### config.mk
export PLATFORM = sky130hd
export DESIGN_NAME = dag_edge_insert_toposort_flat
export DESIGN_NICKNAME = d
export VERILOG_FILES = /design/src/sv/dag_pkg.sv /design/src/sv/dag_req_if.sv /design/src/sv/dag_rsp_if.sv /design/src/sv/dag_ram.sv /design/src/sv/dag_ctrl.sv /design/src/sv/dag_dp.sv /design/src/sv/dag_edge_insert_toposort.sv /design/src/flat_wrapper.sv
export SDC_FILE = /design/constraint.sdc
export NUM_CORES = 2
export LEC_CHECK = 0
export BUFFER_PORTS_ARGS = -buffer_cell sky130_fd_sc_hd__buf_2
export CAP_MARGIN = 10
export CORE_MARGIN = 1
export CORE_UTILIZATION = 63
export CTS_CLUSTER_SIZE = 28
export DETAILED_ROUTE_END_ITERATION = 16
export PLACE_DENSITY_LB_ADDON = 0.3
export SYNTH_ARGS = -nofsm -noshare
export SYNTH_HDL_FRONTEND = slang
export SYNTH_SLANG_ARGS = --single-unit
### constraint.sdc
create_clock -name clk -period 10.7 [get_ports clk]
set_input_delay 1.07 -clock clk [delete_from_list [all_inputs] [get_ports clk]]
set_output_delay 1.07 -clock clk [all_outputs]
set_load 0.01 [all_outputs]
### src/sv/dag_pkg.sv
`default_nettype none
// ----------------------------------------------------------------------------
// dag_pkg: shared types and codes for the dataflow graph keeper
// Field widths, opcodes, result codes, controller states and datapath steps.
// ----------------------------------------------------------------------------
package dag_pkg;

	localparam int OP_W   = 2;
	localparam int ID_W   = 5;
	localparam int PORT_W = 3;
	localparam int ST_W   = 2;
	localparam int CNT_W  = 9;

	localparam int NODES_DEF      = 32;
	localparam int NODE_PORTS_DEF = 8;

	localparam logic [OP_W-1:0] OP_ADD_NODE = 2'd0;
	localparam logic [OP_W-1:0] OP_ADD_EDGE = 2'd1;
	localparam logic [OP_W-1:0] OP_RM_EDGE  = 2'd2;
	localparam logic [OP_W-1:0] OP_RM_NODE  = 2'd3;

	localparam logic [ST_W-1:0] ST_DONE  = 2'd0;
	localparam logic [ST_W-1:0] ST_ORDER = 2'd1;
	localparam logic [ST_W-1:0] ST_MISS  = 2'd2;
	localparam logic [ST_W-1:0] ST_CYCLE = 2'd3;

	typedef enum logic [4:0] {
		S_IDLE, S_DEC,
		S_AN_CLR,
		S_RE_RD, S_RE_WR,
		S_RN_PRD, S_RN_PCHK, S_RN_EDEC, S_RN_SRD, S_RN_SCHK, S_RN_FIN,
		S_CP_RD, S_CP_WR, S_SQ_RD, S_SQ_N, S_P_RD, S_P_CHK, S_P_DEC,
		S_FIN, S_CM_RD, S_CM_WR, S_EM_RD, S_EM_LD,
		S_DONE, S_MISS, S_CYC
	} state_t;

	typedef enum logic [4:0] {
		ACT_NONE, ACT_LOAD, ACT_INIT,
		ACT_AN_CLR,
		ACT_RE_RD, ACT_RE_WR,
		ACT_RN_PRD, ACT_RN_PCHK, ACT_RN_EDEC, ACT_RN_SRD, ACT_RN_SCHK, ACT_RN_FIN,
		ACT_CP_RD, ACT_CP_WR, ACT_SQ_RD, ACT_SQ_N, ACT_P_RD, ACT_P_CHK, ACT_P_DEC,
		ACT_CM_RD, ACT_CM_WR, ACT_EM_RD, ACT_EM_LD,
		ACT_OUT_DONE, ACT_OUT_MISS, ACT_OUT_CYC
	} act_t;

	typedef struct packed {
		logic [OP_W-1:0] opcode;
		logic id_in;
		logic id_ok;
		logic src_ok;
		logic prt_ok;
		logic last_port;
		logic last_node;
		logic last_slot;
		logic q_empty;
		logic sort_ok;
		logic last_emit;
		logic hit;
		logic rn_linked;
		logic out_free;
	} dp_stat_t;

endpackage
`default_nettype wire

### src/sv/dag_req_if.sv
`default_nettype none
// ----------------------------------------------------------------------------
// dag_req_if: operation request channel
// Valid/ready channel carrying one graph operation per transfer.
// ----------------------------------------------------------------------------
interface dag_req_if import dag_pkg::*; ();
	logic              valid;
	logic              ready;
	logic [OP_W-1:0]   opcode;
	logic [ID_W-1:0]   node_id;
	logic [ID_W-1:0]   source_node;
	logic [PORT_W-1:0] port;

	modport source (output valid, opcode, node_id, source_node, port, input ready);
	modport sink   (input valid, opcode, node_id, source_node, port, output ready);
endinterface
`default_nettype wire

### src/sv/dag_rsp_if.sv
`default_nettype none
// ----------------------------------------------------------------------------
// dag_rsp_if: result channel
// Valid/ready channel carrying one status or run order entry per transfer.
// ----------------------------------------------------------------------------
interface dag_rsp_if import dag_pkg::*; ();
	logic            valid;
	logic            ready;
	logic [ST_W-1:0] status;
	logic [ID_W-1:0] order_node;
	logic            last;

	modport source (output valid, status, order_node, last, input ready);
	modport sink   (input valid, status, order_node, last, output ready);
endinterface
`default_nettype wire

### src/sv/dag_ram.sv
`default_nettype none
// ----------------------------------------------------------------------------
// dag_ram: generic simple dual port RAM
// One write port, one read port with registered read data.
// ----------------------------------------------------------------------------
module dag_ram #(
	parameter int WIDTH = 1,
	parameter int DEPTH = 2
) (
	input  logic                     clk,
	input  logic                     we,
	input  logic [$clog2(DEPTH)-1:0] waddr,
	input  logic [WIDTH-1:0]         wdata,
	input  logic                     re,
	input  logic [$clog2(DEPTH)-1:0] raddr,
	output logic [WIDTH-1:0]         rdata
);
	logic [WIDTH-1:0] mem [DEPTH];

	always_ff @(posedge clk) begin
		if (we) begin
			mem[waddr] <= wdata;
		end
		if (re) begin
			rdata <= mem[raddr];
		end
	end
endmodule
`default_nettype wire

### src/sv/dag_ctrl.sv
`default_nettype none
// ----------------------------------------------------------------------------
// dag_ctrl: operation sequencer
// Steps the datapath through each operation and the checked sort.
// ----------------------------------------------------------------------------
module dag_ctrl import dag_pkg::*; (
	input  logic     clk,
	input  logic     arst_n,
	input  logic     req_valid,
	output logic     req_ready,
	input  dp_stat_t stat,
	output act_t     act
);
	state_t state_q, state_d;

	always_ff @(posedge clk or negedge arst_n) begin
		if (!arst_n) begin
			state_q <= S_IDLE;
		end else begin
			state_q <= state_d;
		end
	end

	always_comb begin
		state_d = state_q;
		unique case (state_q)
			S_IDLE:    if (req_valid) state_d = S_DEC;
			S_DEC: begin
				unique case (stat.opcode)
					OP_ADD_NODE: state_d = stat.id_in ? S_AN_CLR : S_DONE;
					OP_ADD_EDGE: state_d = (stat.id_ok && stat.src_ok && stat.prt_ok)
						? S_CP_RD : S_MISS;
					OP_RM_EDGE:  state_d = S_RE_RD;
					OP_RM_NODE:  state_d = stat.id_ok ? S_RN_PRD : S_DONE;
					default:     state_d = S_DONE;
				endcase
			end
			S_AN_CLR:  if (stat.last_port) state_d = S_DONE;
			S_RE_RD:   state_d = S_RE_WR;
			S_RE_WR:   state_d = S_DONE;
			S_RN_PRD:  state_d = S_RN_PCHK;
			S_RN_PCHK: begin
				if (stat.rn_linked) state_d = S_RN_EDEC;
				else state_d = stat.last_port ? S_RN_SRD : S_RN_PRD;
			end
			S_RN_EDEC: state_d = stat.last_port ? S_RN_SRD : S_RN_PRD;
			S_RN_SRD:  state_d = S_RN_SCHK;
			S_RN_SCHK: state_d = stat.last_slot ? S_RN_FIN : S_RN_SRD;
			S_RN_FIN:  state_d = S_DONE;
			S_CP_RD:   state_d = S_CP_WR;
			S_CP_WR:   state_d = stat.last_node ? S_SQ_RD : S_CP_RD;
			S_SQ_RD:   state_d = stat.q_empty ? S_FIN : S_SQ_N;
			S_SQ_N:    state_d = S_P_RD;
			S_P_RD:    state_d = S_P_CHK;
			S_P_CHK: begin
				if (stat.hit) state_d = S_P_DEC;
				else state_d = stat.last_port ? S_SQ_RD : S_P_RD;
			end
			S_P_DEC:   state_d = stat.last_port ? S_SQ_RD : S_P_RD;
			S_FIN:     state_d = stat.sort_ok ? S_CM_RD : S_CYC;
			S_CM_RD:   state_d = S_CM_WR;
			S_CM_WR:   state_d = S_EM_RD;
			S_EM_RD:   state_d = S_EM_LD;
			S_EM_LD: begin
				if (stat.out_free) state_d = stat.last_emit ? S_IDLE : S_EM_RD;
			end
			S_DONE, S_MISS, S_CYC: if (stat.out_free) state_d = S_IDLE;
			default:   state_d = S_IDLE;
		endcase
	end

	always_comb begin
		req_ready = 1'b0;
		act       = ACT_NONE;
		unique case (state_q)
			S_IDLE: begin
				req_ready = 1'b1;
				act       = req_valid ? ACT_LOAD : ACT_NONE;
			end
			S_DEC:     act = ACT_INIT;
			S_AN_CLR:  act = ACT_AN_CLR;
			S_RE_RD:   act = ACT_RE_RD;
			S_RE_WR:   act = ACT_RE_WR;
			S_RN_PRD:  act = ACT_RN_PRD;
			S_RN_PCHK: act = ACT_RN_PCHK;
			S_RN_EDEC: act = ACT_RN_EDEC;
			S_RN_SRD:  act = ACT_RN_SRD;
			S_RN_SCHK: act = ACT_RN_SCHK;
			S_RN_FIN:  act = ACT_RN_FIN;
			S_CP_RD:   act = ACT_CP_RD;
			S_CP_WR:   act = ACT_CP_WR;
			S_SQ_RD:   act = ACT_SQ_RD;
			S_SQ_N:    act = ACT_SQ_N;
			S_P_RD:    act = ACT_P_RD;
			S_P_CHK:   act = ACT_P_CHK;
			S_P_DEC:   act = ACT_P_DEC;
			S_FIN:     act = ACT_NONE;
			S_CM_RD:   act = ACT_CM_RD;
			S_CM_WR:   act = ACT_CM_WR;
			S_EM_RD:   act = ACT_EM_RD;
			S_EM_LD:   act = stat.out_free ? ACT_EM_LD : ACT_NONE;
			S_DONE:    act = stat.out_free ? ACT_OUT_DONE : ACT_NONE;
			S_MISS:    act = stat.out_free ? ACT_OUT_MISS : ACT_NONE;
			S_CYC:     act = stat.out_free ? ACT_OUT_CYC : ACT_NONE;
			default:   act = ACT_NONE;
		endcase
	end
endmodule
`default_nettype wire

### src/sv/dag_dp.sv
`default_nettype none
// ----------------------------------------------------------------------------
// dag_dp: graph store and sort datapath
// Node flags, count/port/work/queue RAMs, walk counters and result register.
// ----------------------------------------------------------------------------
module dag_dp import dag_pkg::*; #(
	parameter int NODES      = NODES_DEF,
	parameter int NODE_PORTS = NODE_PORTS_DEF
) (
	input  logic              clk,
	input  logic              arst_n,
	input  act_t              act,
	input  logic [OP_W-1:0]   opcode,
	input  logic [ID_W-1:0]   node_id,
	input  logic [ID_W-1:0]   source_node,
	input  logic [PORT_W-1:0] port,
	output dp_stat_t          stat,
	output logic              rsp_valid,
	input  logic              rsp_ready,
	output logic [ST_W-1:0]   rsp_status,
	output logic [ID_W-1:0]   rsp_order_node,
	output logic              rsp_last
);
	localparam int IW    = $clog2(NODES);
	localparam int PW    = (NODE_PORTS > 1) ? $clog2(NODE_PORTS) : 1;
	localparam int SLOTS = NODES * NODE_PORTS;
	localparam int SW    = $clog2(SLOTS);
	localparam int CW    = $clog2(NODES + 1);

	logic [OP_W-1:0]   op_q;
	logic [ID_W-1:0]   id_q, src_q;
	logic [PORT_W-1:0] prt_q;
	logic [NODES-1:0]  present_q;
	logic [IW-1:0]     i_q, n_q, s_q;
	logic [PW-1:0]     p_q;
	logic [SW-1:0]     k_q;
	logic [CW-1:0]     head_q, tail_q, pc_q;
	logic              s_ok_q;
	logic              out_valid_q, out_last_q;
	logic [ST_W-1:0]   out_status_q;
	logic [ID_W-1:0]   out_node_q;

	logic              e_we, e_re, w_we, w_re, q_we, q_re, pt_we, pt_re;
	logic [IW-1:0]     e_wa, e_ra, w_wa, w_ra, q_wa, q_ra;
	logic [SW-1:0]     pt_wa, pt_ra;
	logic [CNT_W-1:0]  e_wd, w_wd, edges_rd, work_rd;
	logic [IW-1:0]     q_wd, queue_rd;
	logic [IW:0]       pt_wd, port_rd;

	function automatic logic present_of(input logic [IW-1:0] x);
		return (32'(x) < NODES) && present_q[x];
	endfunction

	function automatic logic [SW-1:0] slot_of(input logic [IW-1:0] n, input logic [PW-1:0] p);
		return SW'(32'(n) * NODE_PORTS + 32'(p));
	endfunction

	logic             id_in, src_in, id_ok, src_ok, prt_ok;
	logic [IW-1:0]    idn, srcn, port_src, eff_src;
	logic [PW-1:0]    pidx, p_nxt;
	logic [SW-1:0]    slot_new, cur_slot;
	logic             port_lnk, ovr, hit, last_port, out_free, seed_q, push_q;
	logic [CNT_W-1:0] cp_val, dec_val;
	logic [CW-1:0]    em_idx;

	assign id_in    = 32'(id_q) < NODES;
	assign src_in   = 32'(src_q) < NODES;
	assign idn      = IW'(id_q);
	assign srcn     = IW'(src_q);
	assign pidx     = PW'(prt_q);
	assign id_ok    = id_in && present_q[idn];
	assign src_ok   = src_in && present_q[srcn];
	assign prt_ok   = 32'(prt_q) < NODE_PORTS;
	assign slot_new = slot_of(idn, pidx);
	assign cur_slot = slot_of(n_q, p_q);
	assign port_lnk = port_rd[IW];
	assign port_src = port_rd[IW-1:0];
	// the edge under test stands in for whatever the port holds now
	assign ovr      = cur_slot == slot_new;
	assign eff_src  = ovr ? srcn : port_src;
	assign hit      = (ovr || port_lnk) && present_of(eff_src);
	assign last_port = p_q == PW'(NODE_PORTS - 1);
	assign p_nxt    = last_port ? '0 : p_q + PW'(1);
	assign cp_val   = edges_rd + CNT_W'(i_q == srcn);
	assign dec_val  = work_rd - CNT_W'(1);
	assign seed_q   = present_q[i_q] && (cp_val == '0);
	assign push_q   = (dec_val == '0) && (32'(tail_q) < NODES);
	assign em_idx   = tail_q - CW'(1) - CW'(i_q);
	assign out_free = !out_valid_q || rsp_ready;

	always_comb begin
		stat.opcode    = op_q;
		stat.id_in     = id_in;
		stat.id_ok     = id_ok;
		stat.src_ok    = src_ok;
		stat.prt_ok    = prt_ok;
		stat.last_port = last_port;
		stat.last_node = i_q == IW'(NODES - 1);
		stat.last_slot = k_q == SW'(SLOTS - 1);
		stat.q_empty   = head_q == tail_q;
		stat.sort_ok   = tail_q == pc_q;
		stat.last_emit = (CW'(i_q) + CW'(1)) == tail_q;
		stat.hit       = hit;
		stat.rn_linked = port_lnk;
		stat.out_free  = out_free;
	end

	always_comb begin
		e_we = 1'b0; e_re = 1'b0; e_wa = '0; e_ra = '0; e_wd = '0;
		w_we = 1'b0; w_re = 1'b0; w_wa = '0; w_ra = '0; w_wd = '0;
		q_we = 1'b0; q_re = 1'b0; q_wa = '0; q_ra = '0; q_wd = '0;
		pt_we = 1'b0; pt_re = 1'b0; pt_wa = '0; pt_ra = '0; pt_wd = '0;
		unique case (act)
			ACT_AN_CLR: begin
				e_we = 1'b1; e_wa = idn;
				pt_we = 1'b1; pt_wa = slot_of(idn, p_q);
			end
			ACT_RE_RD: begin
				e_re = 1'b1; e_ra = srcn;
			end
			ACT_RE_WR: begin
				e_we = src_ok && (edges_rd != '0); e_wa = srcn; e_wd = edges_rd - CNT_W'(1);
				pt_we = id_ok && prt_ok; pt_wa = slot_new;
			end
			ACT_RN_PRD: begin
				pt_re = 1'b1; pt_ra = slot_of(idn, p_q);
			end
			ACT_RN_PCHK: begin
				e_re = 1'b1; e_ra = port_src;
				pt_we = port_lnk; pt_wa = slot_of(idn, p_q);
			end
			ACT_RN_EDEC: begin
				e_we = s_ok_q && (edges_rd != '0); e_wa = s_q; e_wd = edges_rd - CNT_W'(1);
			end
			ACT_RN_SRD: begin
				pt_re = 1'b1; pt_ra = k_q;
			end
			ACT_RN_SCHK: begin
				pt_we = port_lnk && (port_src == idn); pt_wa = k_q;
			end
			ACT_RN_FIN: begin
				e_we = 1'b1; e_wa = idn;
			end
			ACT_CP_RD: begin
				e_re = 1'b1; e_ra = i_q;
			end
			ACT_CP_WR: begin
				w_we = 1'b1; w_wa = i_q; w_wd = cp_val;
				q_we = seed_q; q_wa = IW'(tail_q); q_wd = i_q;
			end
			ACT_SQ_RD: begin
				q_re = head_q != tail_q; q_ra = IW'(head_q);
			end
			ACT_P_RD: begin
				pt_re = 1'b1; pt_ra = cur_slot;
			end
			ACT_P_CHK: begin
				w_re = hit; w_ra = eff_src;
			end
			ACT_P_DEC: begin
				w_we = 1'b1; w_wa = s_q; w_wd = dec_val;
				q_we = push_q; q_wa = IW'(tail_q); q_wd = s_q;
			end
			ACT_CM_RD: begin
				e_re = 1'b1; e_ra = srcn;
			end
			ACT_CM_WR: begin
				e_we = 1'b1; e_wa = srcn; e_wd = edges_rd + CNT_W'(1);
				pt_we = 1'b1; pt_wa = slot_new; pt_wd = {1'b1, srcn};
			end
			ACT_EM_RD: begin
				q_re = 1'b1; q_ra = IW'(em_idx);
			end
			default: ;
		endcase
	end

	always_ff @(posedge clk) begin
		if (act == ACT_LOAD) begin
			op_q  <= opcode;
			id_q  <= node_id;
			src_q <= source_node;
			prt_q <= port;
		end
	end

	always_ff @(posedge clk or negedge arst_n) begin
		if (!arst_n) begin
			present_q <= '0;
			i_q <= '0; n_q <= '0; s_q <= '0; p_q <= '0; k_q <= '0;
			head_q <= '0; tail_q <= '0; pc_q <= '0; s_ok_q <= 1'b0;
		end else begin
			unique case (act)
				ACT_INIT: begin
					i_q <= '0; p_q <= '0; k_q <= '0;
					head_q <= '0; tail_q <= '0; pc_q <= '0;
				end
				ACT_AN_CLR: begin
					p_q <= p_nxt;
					present_q[idn] <= 1'b1;
				end
				ACT_RN_PCHK: begin
					s_q    <= port_src;
					s_ok_q <= port_lnk && present_of(port_src);
					if (!port_lnk) p_q <= p_nxt;
				end
				ACT_RN_EDEC: p_q <= p_nxt;
				ACT_RN_SCHK: k_q <= k_q + SW'(1);
				ACT_RN_FIN:  present_q[idn] <= 1'b0;
				ACT_CP_WR: begin
					i_q  <= i_q + IW'(1);
					pc_q <= pc_q + CW'(present_q[i_q]);
					if (seed_q) tail_q <= tail_q + CW'(1);
				end
				ACT_SQ_N: begin
					n_q    <= queue_rd;
					head_q <= head_q + CW'(1);
					p_q    <= '0;
				end
				ACT_P_CHK: begin
					if (hit) s_q <= eff_src;
					else p_q <= p_nxt;
				end
				ACT_P_DEC: begin
					p_q <= p_nxt;
					if (push_q) tail_q <= tail_q + CW'(1);
				end
				ACT_CM_WR: i_q <= '0;
				ACT_EM_LD: i_q <= i_q + IW'(1);
				default: ;
			endcase
		end
	end

	always_ff @(posedge clk or negedge arst_n) begin
		if (!arst_n) begin
			out_valid_q <= 1'b0;
		end else begin
			priority case (act)
				ACT_EM_LD, ACT_OUT_DONE, ACT_OUT_MISS, ACT_OUT_CYC: out_valid_q <= 1'b1;
				default: if (rsp_ready) out_valid_q <= 1'b0;
			endcase
		end
	end

	always_ff @(posedge clk) begin
		unique case (act)
			ACT_EM_LD: begin
				out_status_q <= ST_ORDER;
				out_node_q   <= ID_W'(queue_rd);
				out_last_q   <= (CW'(i_q) + CW'(1)) == tail_q;
			end
			ACT_OUT_DONE: begin
				out_status_q <= ST_DONE; out_node_q <= '0; out_last_q <= 1'b1;
			end
			ACT_OUT_MISS: begin
				out_status_q <= ST_MISS; out_node_q <= '0; out_last_q <= 1'b1;
			end
			ACT_OUT_CYC: begin
				out_status_q <= ST_CYCLE; out_node_q <= '0; out_last_q <= 1'b1;
			end
			default: ;
		endcase
	end

	assign rsp_valid      = out_valid_q;
	assign rsp_status     = out_status_q;
	assign rsp_order_node = out_node_q;
	assign rsp_last       = out_last_q;

	dag_ram #(.WIDTH(CNT_W), .DEPTH(NODES)) u_edges (
		.clk(clk), .we(e_we), .waddr(e_wa), .wdata(e_wd),
		.re(e_re), .raddr(e_ra), .rdata(edges_rd)
	);

	dag_ram #(.WIDTH(CNT_W), .DEPTH(NODES)) u_work (
		.clk(clk), .we(w_we), .waddr(w_wa), .wdata(w_wd),
		.re(w_re), .raddr(w_ra), .rdata(work_rd)
	);

	dag_ram #(.WIDTH(IW), .DEPTH(NODES)) u_queue (
		.clk(clk), .we(q_we), .waddr(q_wa), .wdata(q_wd),
		.re(q_re), .raddr(q_ra), .rdata(queue_rd)
	);

	dag_ram #(.WIDTH(IW + 1), .DEPTH(SLOTS)) u_ports (
		.clk(clk), .we(pt_we), .waddr(pt_wa), .wdata(pt_wd),
		.re(pt_re), .raddr(pt_ra), .rdata(port_rd)
	);
endmodule
`default_nettype wire

### src/sv/dag_edge_insert_toposort.sv
`default_nettype none
// ----------------------------------------------------------------------------
// dag_edge_insert_toposort: dataflow graph keeper with checked edge insert
// Holds up to NODES nodes with NODE_PORTS input ports each; add edge is
// accepted only if the graph stays acyclic, and then returns the run order.
// ----------------------------------------------------------------------------
// One operation is in flight at a time; a new request is taken once the
// previous one has loaded its final result into the output register. Counts,
// port links, work counts and the sort queue live in single-port-per-side
// RAMs, so each step does at most one read and one write per RAM. Add node
// clears its port row. Remove node clears its own ports, then sweeps every
// port slot looking for links to the node. Add edge decodes, copies the
// counts and seeds the queue, then takes each queued node and visits its
// ports, checks for the empty queue, commits and emits the run order entries.
// A rejected edge returns one status; an accepted one returns one entry per
// present node, sources first, last set on the final one. A stalled result
// register holds each result until it is taken. Port links of a node row are
// cleared by add node, so no clearing pass runs after reset.
module dag_edge_insert_toposort import dag_pkg::*; #(
	parameter int NODES      = NODES_DEF,
	parameter int NODE_PORTS = NODE_PORTS_DEF
) (
	input logic         clk,
	input logic         arst_n,
	dag_req_if.sink     req,
	dag_rsp_if.source   rsp
);
	act_t     act;
	dp_stat_t stat;

	dag_ctrl u_ctrl (
		.clk(clk), .arst_n(arst_n),
		.req_valid(req.valid), .req_ready(req.ready),
		.stat(stat), .act(act)
	);

	dag_dp #(.NODES(NODES), .NODE_PORTS(NODE_PORTS)) u_dp (
		.clk(clk), .arst_n(arst_n), .act(act),
		.opcode(req.opcode), .node_id(req.node_id),
		.source_node(req.source_node), .port(req.port),
		.stat(stat),
		.rsp_valid(rsp.valid), .rsp_ready(rsp.ready),
		.rsp_status(rsp.status), .rsp_order_node(rsp.order_node),
		.rsp_last(rsp.last)
	);
endmodule
`default_nettype wire

### src/flat_wrapper.sv
// flat-port wrapper written by rule: the top's interface ports become plain ports
module dag_edge_insert_toposort_flat import dag_pkg::*;
#(
	parameter int NODES      = NODES_DEF,
	parameter int NODE_PORTS = NODE_PORTS_DEF
)
  (clk, arst_n, req_valid, req_opcode, req_node_id, req_source_node, req_port, req_ready, rsp_valid, rsp_status, rsp_order_node, rsp_last, rsp_ready);
  dag_req_if req_i ();
  dag_rsp_if rsp_i ();
  input logic clk;
  input logic arst_n;
  input wire logic [$bits(req_i.valid)-1:0] req_valid;
  input wire logic [$bits(req_i.opcode)-1:0] req_opcode;
  input wire logic [$bits(req_i.node_id)-1:0] req_node_id;
  input wire logic [$bits(req_i.source_node)-1:0] req_source_node;
  input wire logic [$bits(req_i.port)-1:0] req_port;
  output wire logic [$bits(req_i.ready)-1:0] req_ready;
  output wire logic [$bits(rsp_i.valid)-1:0] rsp_valid;
  output wire logic [$bits(rsp_i.status)-1:0] rsp_status;
  output wire logic [$bits(rsp_i.order_node)-1:0] rsp_order_node;
  output wire logic [$bits(rsp_i.last)-1:0] rsp_last;
  input wire logic [$bits(rsp_i.ready)-1:0] rsp_ready;
  assign req_i.valid = req_valid;
  assign req_i.opcode = req_opcode;
  assign req_i.node_id = req_node_id;
  assign req_i.source_node = req_source_node;
  assign req_i.port = req_port;
  assign req_ready = req_i.ready;
  assign rsp_valid = rsp_i.valid;
  assign rsp_status = rsp_i.status;
  assign rsp_order_node = rsp_i.order_node;
  assign rsp_last = rsp_i.last;
  assign rsp_i.ready = rsp_ready;
  dag_edge_insert_toposort #(.NODES(NODES), .NODE_PORTS(NODE_PORTS)) u_core (.clk(clk), .arst_n(arst_n), .req(req_i), .rsp(rsp_i));
endmodule
Word-level counts from Yosys, hierarchy flattened
Memories as Yosys holds them, arrays and structs flattened. A register that Yosys moved wholly into a read port is not among the register bits.
Cells that the tools add are included.
{"block": "word_totals", "register_bits": 106, "latch_bits": 0, "ramBits": 2272, "mem_bits_ro": 0, "out_inout_bits": 10, "word_cells": 254, "n_memories": 4}
{"block": "op_classes", "n_addsub": 16, "n_mul": 0, "div": 0, "order_cmp": 7, "n_eq_ne": 72, "shifts": 0, "muxes": 83, "n_bitwise": 3, "reduce_logical": 50}
{"memory": "u_core.u_dp.u_ports.mem", "words": 256, "word_bits": 6, "rd": 1, "rd_ports_with_merged_regs": 1, "wr": 1, "line_no": "dag_ram.sv:18", "text": "logic [WIDTH-1:0] mem [DEPTH];"}
{"memory": "u_core.u_dp.u_edges.mem", "words": 32, "word_bits": 9, "rd": 1, "rd_ports_with_merged_regs": 1, "wr": 1, "line_no": "dag_ram.sv:18"}
{"memory": "u_core.u_dp.u_work.mem", "words": 32, "word_bits": 9, "rd": 1, "rd_ports_with_merged_regs": 1, "wr": 1, "line_no": "dag_ram.sv:18"}
{"memory": "u_core.u_dp.u_queue.mem", "words": 32, "word_bits": 5, "rd": 1, "rd_ports_with_merged_regs": 1, "wr": 1, "line_no": "dag_ram.sv:18"}
{"op": "$pmux W5 S25", "count": 1}
{"op": "$pmux W5 S23", "count": 1}
{"op": "$eq A5 B5 Y1 const B", "count": 21}
{"op": "$mux W5", "count": 17}
{"op": "$eq A5 B4 Y1 const B", "count": 16}
{"op": "$pmux W32 S2", "count": 1}
{"op": "$pmux W5 S2", "count": 5}
{"op": "$pmux W8 S3", "count": 2}
{"op": "$eq A5 B3 Y1 const B", "count": 8}
{"op": "$pmux W9 S2", "count": 2}
{"op": "$and A32 B32 Y32", "count": 1}
{"op": "$not A32 Y32", "count": 1}
{"op": "$or A32 B32 Y32", "count": 1}
{"op": "$lt A5 B6 Y1 const B", "count": 5}
{"op": "$pmux W5 S3", "count": 2}
{"op": "$bmux W1 S5", "count": 5}
{"op": "$add A8 B3 Y8", "count": 3}
{"op": "$pmux W6 S2", "count": 2}
{"op": "$mux W1", "count": 22}
{"op": "$reduce_or A2 Y1", "count": 11}
{"op": "$eq A5 B2 Y1 const B", "count": 4}
{"op": "$pmux W5 S4", "count": 1}
{"op": "$eq A6 B6 Y1", "count": 3}
{"op": "$logic_not A9 Y1", "count": 2}
{"op": "other kinds (48)", "count": 94}

Depth between registers and ports, before layout
{"block": "depth", "word_depth": 9, "ltp_mapped": 18, "mapped_depth_nobuf": 15}

By module
From an unflattened synthesis, not the netlist that was laid out.
{"block": "unflattened", "cells_unflattened": 5298, "area_unflattened_um2": 98637.1}
{"mod": "dag_ram at u_core.u_dp.u_ports", "instances": 1, "cells_each": 2964, "area_each_um2": 60133.9, "seq_area_each_um2": 46304.4}
{"mod": "dag_ram at u_core.u_dp.u_edges ...", "instances": 2, "cells_each": 463, "area_each_um2": 11372.2, "seq_area_each_um2": 8918.6}
{"mod": "dag_dp", "instances": 1, "cells_each": 975, "area_each_um2": 8284.2, "seq_area_each_um2": 2642.5}
{"mod": "dag_ram at u_core.u_dp.u_queue", "instances": 1, "cells_each": 277, "area_each_um2": 6394.9, "seq_area_each_um2": 4954.8}
{"mod": "dag_ctrl", "instances": 1, "cells_each": 156, "area_each_um2": 1079.8, "seq_area_each_um2": 125.1}

Worst setup path after synthesis
Ideal clock, no wire load.
{"block": "synth_timing", "path_kind": "register to register", "from": "register u_core.u_ctrl.state_q[3]", "to": "memory u_core.u_dp.u_ports.mem[0][0] (netlist bit) (data pin)", "setup_time_ps": 1393, "arrival_time_ps": 7438, "required_time_ps": 9307, "slack_ps": 1869, "path_stages_with_launch": 8, "path_buffers": 3, "period_less_slack_ps": 8831, "cell_sequence": "dfrtp_1 > clkinv_1 > and3_1 > clkbuf_1 > clkbuf_1 > nand2_1 > clkbuf_1 > nor2_1"}
{"block": "synth_via", "elab_chain_len": 4, "elab_cells_between_ends": 28}
{"item": "from (decl)", "line_no": "dag_ctrl.sv:14", "text": "state_t state_q, state_d;"}
{"item": "from (signal assigned)", "line_no": "dag_ctrl.sv:20", "text": "state_q <= state_d;"}
{"item": "$eq A5 B5 Y1 (tied with other cells)", "line_no": "dag_ctrl.sv:75", "text": "unique case (state_q)"}
{"item": "$pmux W5 S25 (*)", "line_no": "dag_ctrl.sv:75"}
{"item": "$eq A5 B5 Y1 (*)", "line_no": "dag_dp.sv:113", "text": "unique case (act)"}
{"item": "$mux W6 (*)", "line_no": "dag_dp.sv:113"}
{"item": "net u_core.u_dp.pt_wd[0]", "line_no": "dag_dp.sv:48", "text": "logic [IW:0] pt_wd, port_rd;"}
{"item": "to (decl)", "line_no": "dag_ram.sv:18"}
Mark *: on every way through the listed nets, which the timed path passes. The rest lies on a longest branch.

Worst setup path after layout
{"block": "layout_timing", "from": "register u_core.u_ctrl.state_q[3]", "to": "memory u_core.u_dp.u_edges.mem[13][8] (netlist bit) (data pin)"}
{"block": "layout_via", "elab_chain_len": 5, "elab_cells_between_ends": 31}
{"item": "$eq A5 B5 Y1 (tied with other cells)", "line_no": "dag_ctrl.sv:75"}
{"item": "$pmux W5 S25 (*)", "line_no": "dag_ctrl.sv:75"}
{"item": "$eq A5 B4 Y1 or $eq A5 B3 Y1 (tied branches)", "line_no": "dag_dp.sv:113"}
{"item": "$reduce_or A2 Y1 (no source line)"}
{"item": "$pmux W9 S2 (*)", "line_no": "dag_dp.sv:113"}
{"item": "net u_core.u_dp.e_wd[8]", "line_no": "dag_dp.sv:46", "text": "logic [CNT_W-1:0] e_wd, w_wd, edges_rd, work_rd;"}
{"item": "to (decl)", "line_no": "dag_ram.sv:18"}
Marks and branches as above.

==> flow_summary.toml <==
[setup_path]
regToRegStartpoint = "u_core.u_ctrl.state_q[3]"
r2r_end = "u_core.u_dp.u_edges.mem[13][8]"
worst-r2r-cell-count = 14
cp_max_fo = 120
critPathLaunchType = "register"
cp_slowest_stage_delay_ns = 1.00
critPathKind = "register to register"
crit_top_cell = "a21oi_1"
cp_data_required_time_ns = 11.20
path_cells = "clkinv_1 > and3_1 > nand2_1 > inv_8 > fa_1 > nor2b_1 > o21ai_0 > nand2b_1 > a21oi_1 > o21bai_1 > a21o_1 > a21oi_1 > xnor2_1 > nor2_2"
cpMaxStageDelayCell = "dfrtp_1"
end_kind = "register"
worstPathArrival_ns = 6.74
rrSetupSlack_ns = 4.47

[routing]
drc = 0
dr.pass1.iters = 8
drtAntennaViolNets = 0
routed-via-count = 68293
vias_per_cell = 6.62
wl_per_cell_um = 25.8
drt_wl_total_mm = 266
drtIter0Drc = 10481

[power_and_ir_drop]
power.density_nw_per_um2 = 222
combPwrFrac_pct = 21.5
cellLeakagePower_uw = 0.0378
ir_drop_v = 0.000202
p_int_uw = 17000
netSwitchingFraction_pct = 30.9
seq_power_share_pct = 45.3
clockPowerShare_pct = 33.2
p_switching_uw = 7610

[logic_synthesis]
yosys-top-cells-area = "edfxtp_1 69%, nand2_1 7.8%, nand3_1 4.0%"
yosysTopAreaCell = "edfxtp_1"
synth_cell_type_count = 82
yosys_warnings = 0
yosysSeqAreaShare_pct = 70.8
yosysMostFrequentCell = "edfxtp_1"
synth_ff_type = "edfxtp_1"
synth-edff-count = 2324
syn-num-nets = 8188
synth_top_area_share_pct = 68.8
yosys-top-cells-count = "2324 x edfxtp_1, 2110 x nand2_1, 807 x nand3_1, 511 x nor2_1, 269 x clkbuf_1"
async_flop_share_pct = 3.45
synth_area_per_cell_um2 = 12.5
synth_area_um2 = 101000
ys_seq_elements = 2407
synth_cells = 8143

[cells_and_area]
drive_gt1_share_pct = 7.64
fin_nets = 8014
finalNonFillerCells = 10312
nFillCells = 10311
regArea_um2 = 71900
final_area_um2 = 111000
syn_to_final_growth_pct = 9.21
multi_input_area_um2 = 27300

[clock_network]
numCtsBuffers = 223
clkSinkCount = 2407
clk_pin_slew_worst_paths_ns = 0.06
cts_root_buf = "clkbuf_16"
cts_resized = 0
h-tree-depth = 4
cts_hold_buf = 0
insertion_delay_ns = 0.89
clockBufferDepth = 3
post_cts_buffers = 0
cts_tree = "done"

[run]
maxCapViolCount = 0

[timing]
tns_ns = 0
hold_viol_final = 0
period_share_pct = 58.2
setup_viol = 0
max_freq_ghz = 0.160
timing.hold.ws_ns = 0.108
rsz0062_at_grt = "false"
fin_crit_ns = 6.23
fin_worst_skew_ns = 0.0668
slew_viol_final = 0
fin_ws_ns = 4.47
worst_pin_slew_ns = 1.28
slew-limit-headroom_pct = 14.7

[global_routing]
grt_remaining_overflow = 0
grt_pass1_vias = 64170
grt_max_degree = 219
grt_pass1_wl_mm = 395
grt_use_total_pct = 32.2
antenna_found_initial = 8

[placed_design]
gp_congestion = 0.936
numPortBuffers = 28
dpl.hpwl_mm = 153
dpl_worst_slack_ns = 4.70
placed_cell_area_um2 = 103000
dp.cells = 9885

[outcome]
status = "completed"

[die]
die_h_um = 403
dieArea_um2 = 163000
num_rows = 146
initial_core_util_pct = 63.8
io_pins = 29
core-area_um2 = 159000
die_x_um = 403

[hold_path]
min_path_type = "input port to async pin"
[cells by family (layout without fill, tap and decap cells)]
family | Yosys count | count (layout) | share of synthesized area [%]
AO/OA/AOI/OAI | 920 | 920 | 6.49
XOR/XNOR | 66 | 66 | 0.570
adder cells (fa/ha/maj) | 26 | 26 | 0.335
buffers and inverters | 594 | 614 | 2.54
flip-flops | 2407 | 2407 | 70.8
multiplexers | 186 | 186 | 2.37
other | 0 | 3 | 0
AND/OR/NAND/NOR | 3944 | 3944 | 16.9
[registers in the layout, summed over array words and instances (netlist names), 8 cells and up, named ones only]
register	cells
u_core.u_dp.u_work.mem	288
u_core.u_dp.u_ports.mem	1536
u_core.u_dp.u_edges.rdata	9
u_core.u_dp.k_q	8
u_core.u_dp.u_work.rdata	9
u_core.u_dp.u_queue.mem	160
u_core.u_dp.u_edges.mem	288
[stage by stage]
step | utilization [%] | power, uW
6_report | 69.6 | 24600
2_1_floorplan | - | 14600
5_1_grt | 69.6 | 25300
4_1_cts | 69.6 | 24500
3_5_place_dp | 64.9 | 16400
3_3_place_gp | 64.9 | 16300
[power groups by stage]
| stage | registers [uW] | clock network (uW) | logic [uW] |
|---|---|---|---|
| floorplan | 11200 | 0 | 3400 |
| global placement | 11300 | 0 | 5010 |
| detailed placement | 11300 | 0 | 5120 |
| CTS | 11100 | 8170 | 5160 |
| global route | 11200 | 8520 | 5600 |
| finish | 11100 | 8160 | 5300 |
[cells in the final DEF, fill, tap and decap left out, types with 51 or more instances in the layout]
cell,Yosys,layout
clkbuf_16,0,225
dfrtp_1,83,83
nand2_1,2110,2106
o211ai_1,53,53
a211oi_1,78,78
edfxtp_1,2324,2324
and3_1,221,219
nand3_1,807,807
a31oi_1,208,208
mux2i_1,108,107
and2_1,64,61
o21ai_0,110,106
buf_4,21,109
nor2_1,511,495
or3_1,55,55
nor3_1,69,68
a311oi_1,59,59
a21oi_1,75,72
clkbuf_1,269,51
[worst max-delay path: cells and delay by family, from the launching register on]
family	cells	cell delay, ns
simple gates	5	2.51
flops	1	1.00
buf+inv	2	0.91
compound gates	5	0.71
fa+ha+maj	1	0.54
xor+xnor	1	0.16
[worst max path at each step]
stage | from | to | slack [ns] | cells past startpoint
after global placement | u_core.u_ctrl.state_q[3] | u_core.u_dp.u_edges.mem[1][8] | 4.89 | 14
after detailed placement | u_core.u_ctrl.state_q[3] | u_core.u_dp.u_edges.mem[13][8] | 4.70 | 14
final | u_core.u_ctrl.state_q[3] | u_core.u_dp.u_edges.mem[13][8] | 4.47 | 14
after global routing | u_core.u_ctrl.state_q[3] | u_core.u_dp.u_edges.mem[13][8] | 4.10 | 14
after floorplan | u_core.u_ctrl.state_q[3] | u_core.u_dp.u_ports.mem[0][0] | 1.87 | 7
after CTS | u_core.u_ctrl.state_q[3] | u_core.u_dp.u_edges.mem[13][8] | 4.61 | 14
[routing by layer]
layer  global-route usage (%)  part of all wire (%)
met3                     6.74                    12
met5                        0                 0.038
met2                     49.6                    46
met1                     45.3                    37
met4                     13.6                   4.5
[final cells by class]
type | count | share of cell area (%)
inverter | 43 | 0.152
tap | 2146 | 2.42
clock inverter | 143 | 1.54
clock buffer | 276 | 5.25
timing repair buffer | 152 | 1.12
multi-input combinational | 5142 | 24.6
antenna | 3 | 0.00678
sequential | 2407 | 64.9
Note: power is estimated with default switching activity, not from simulation.
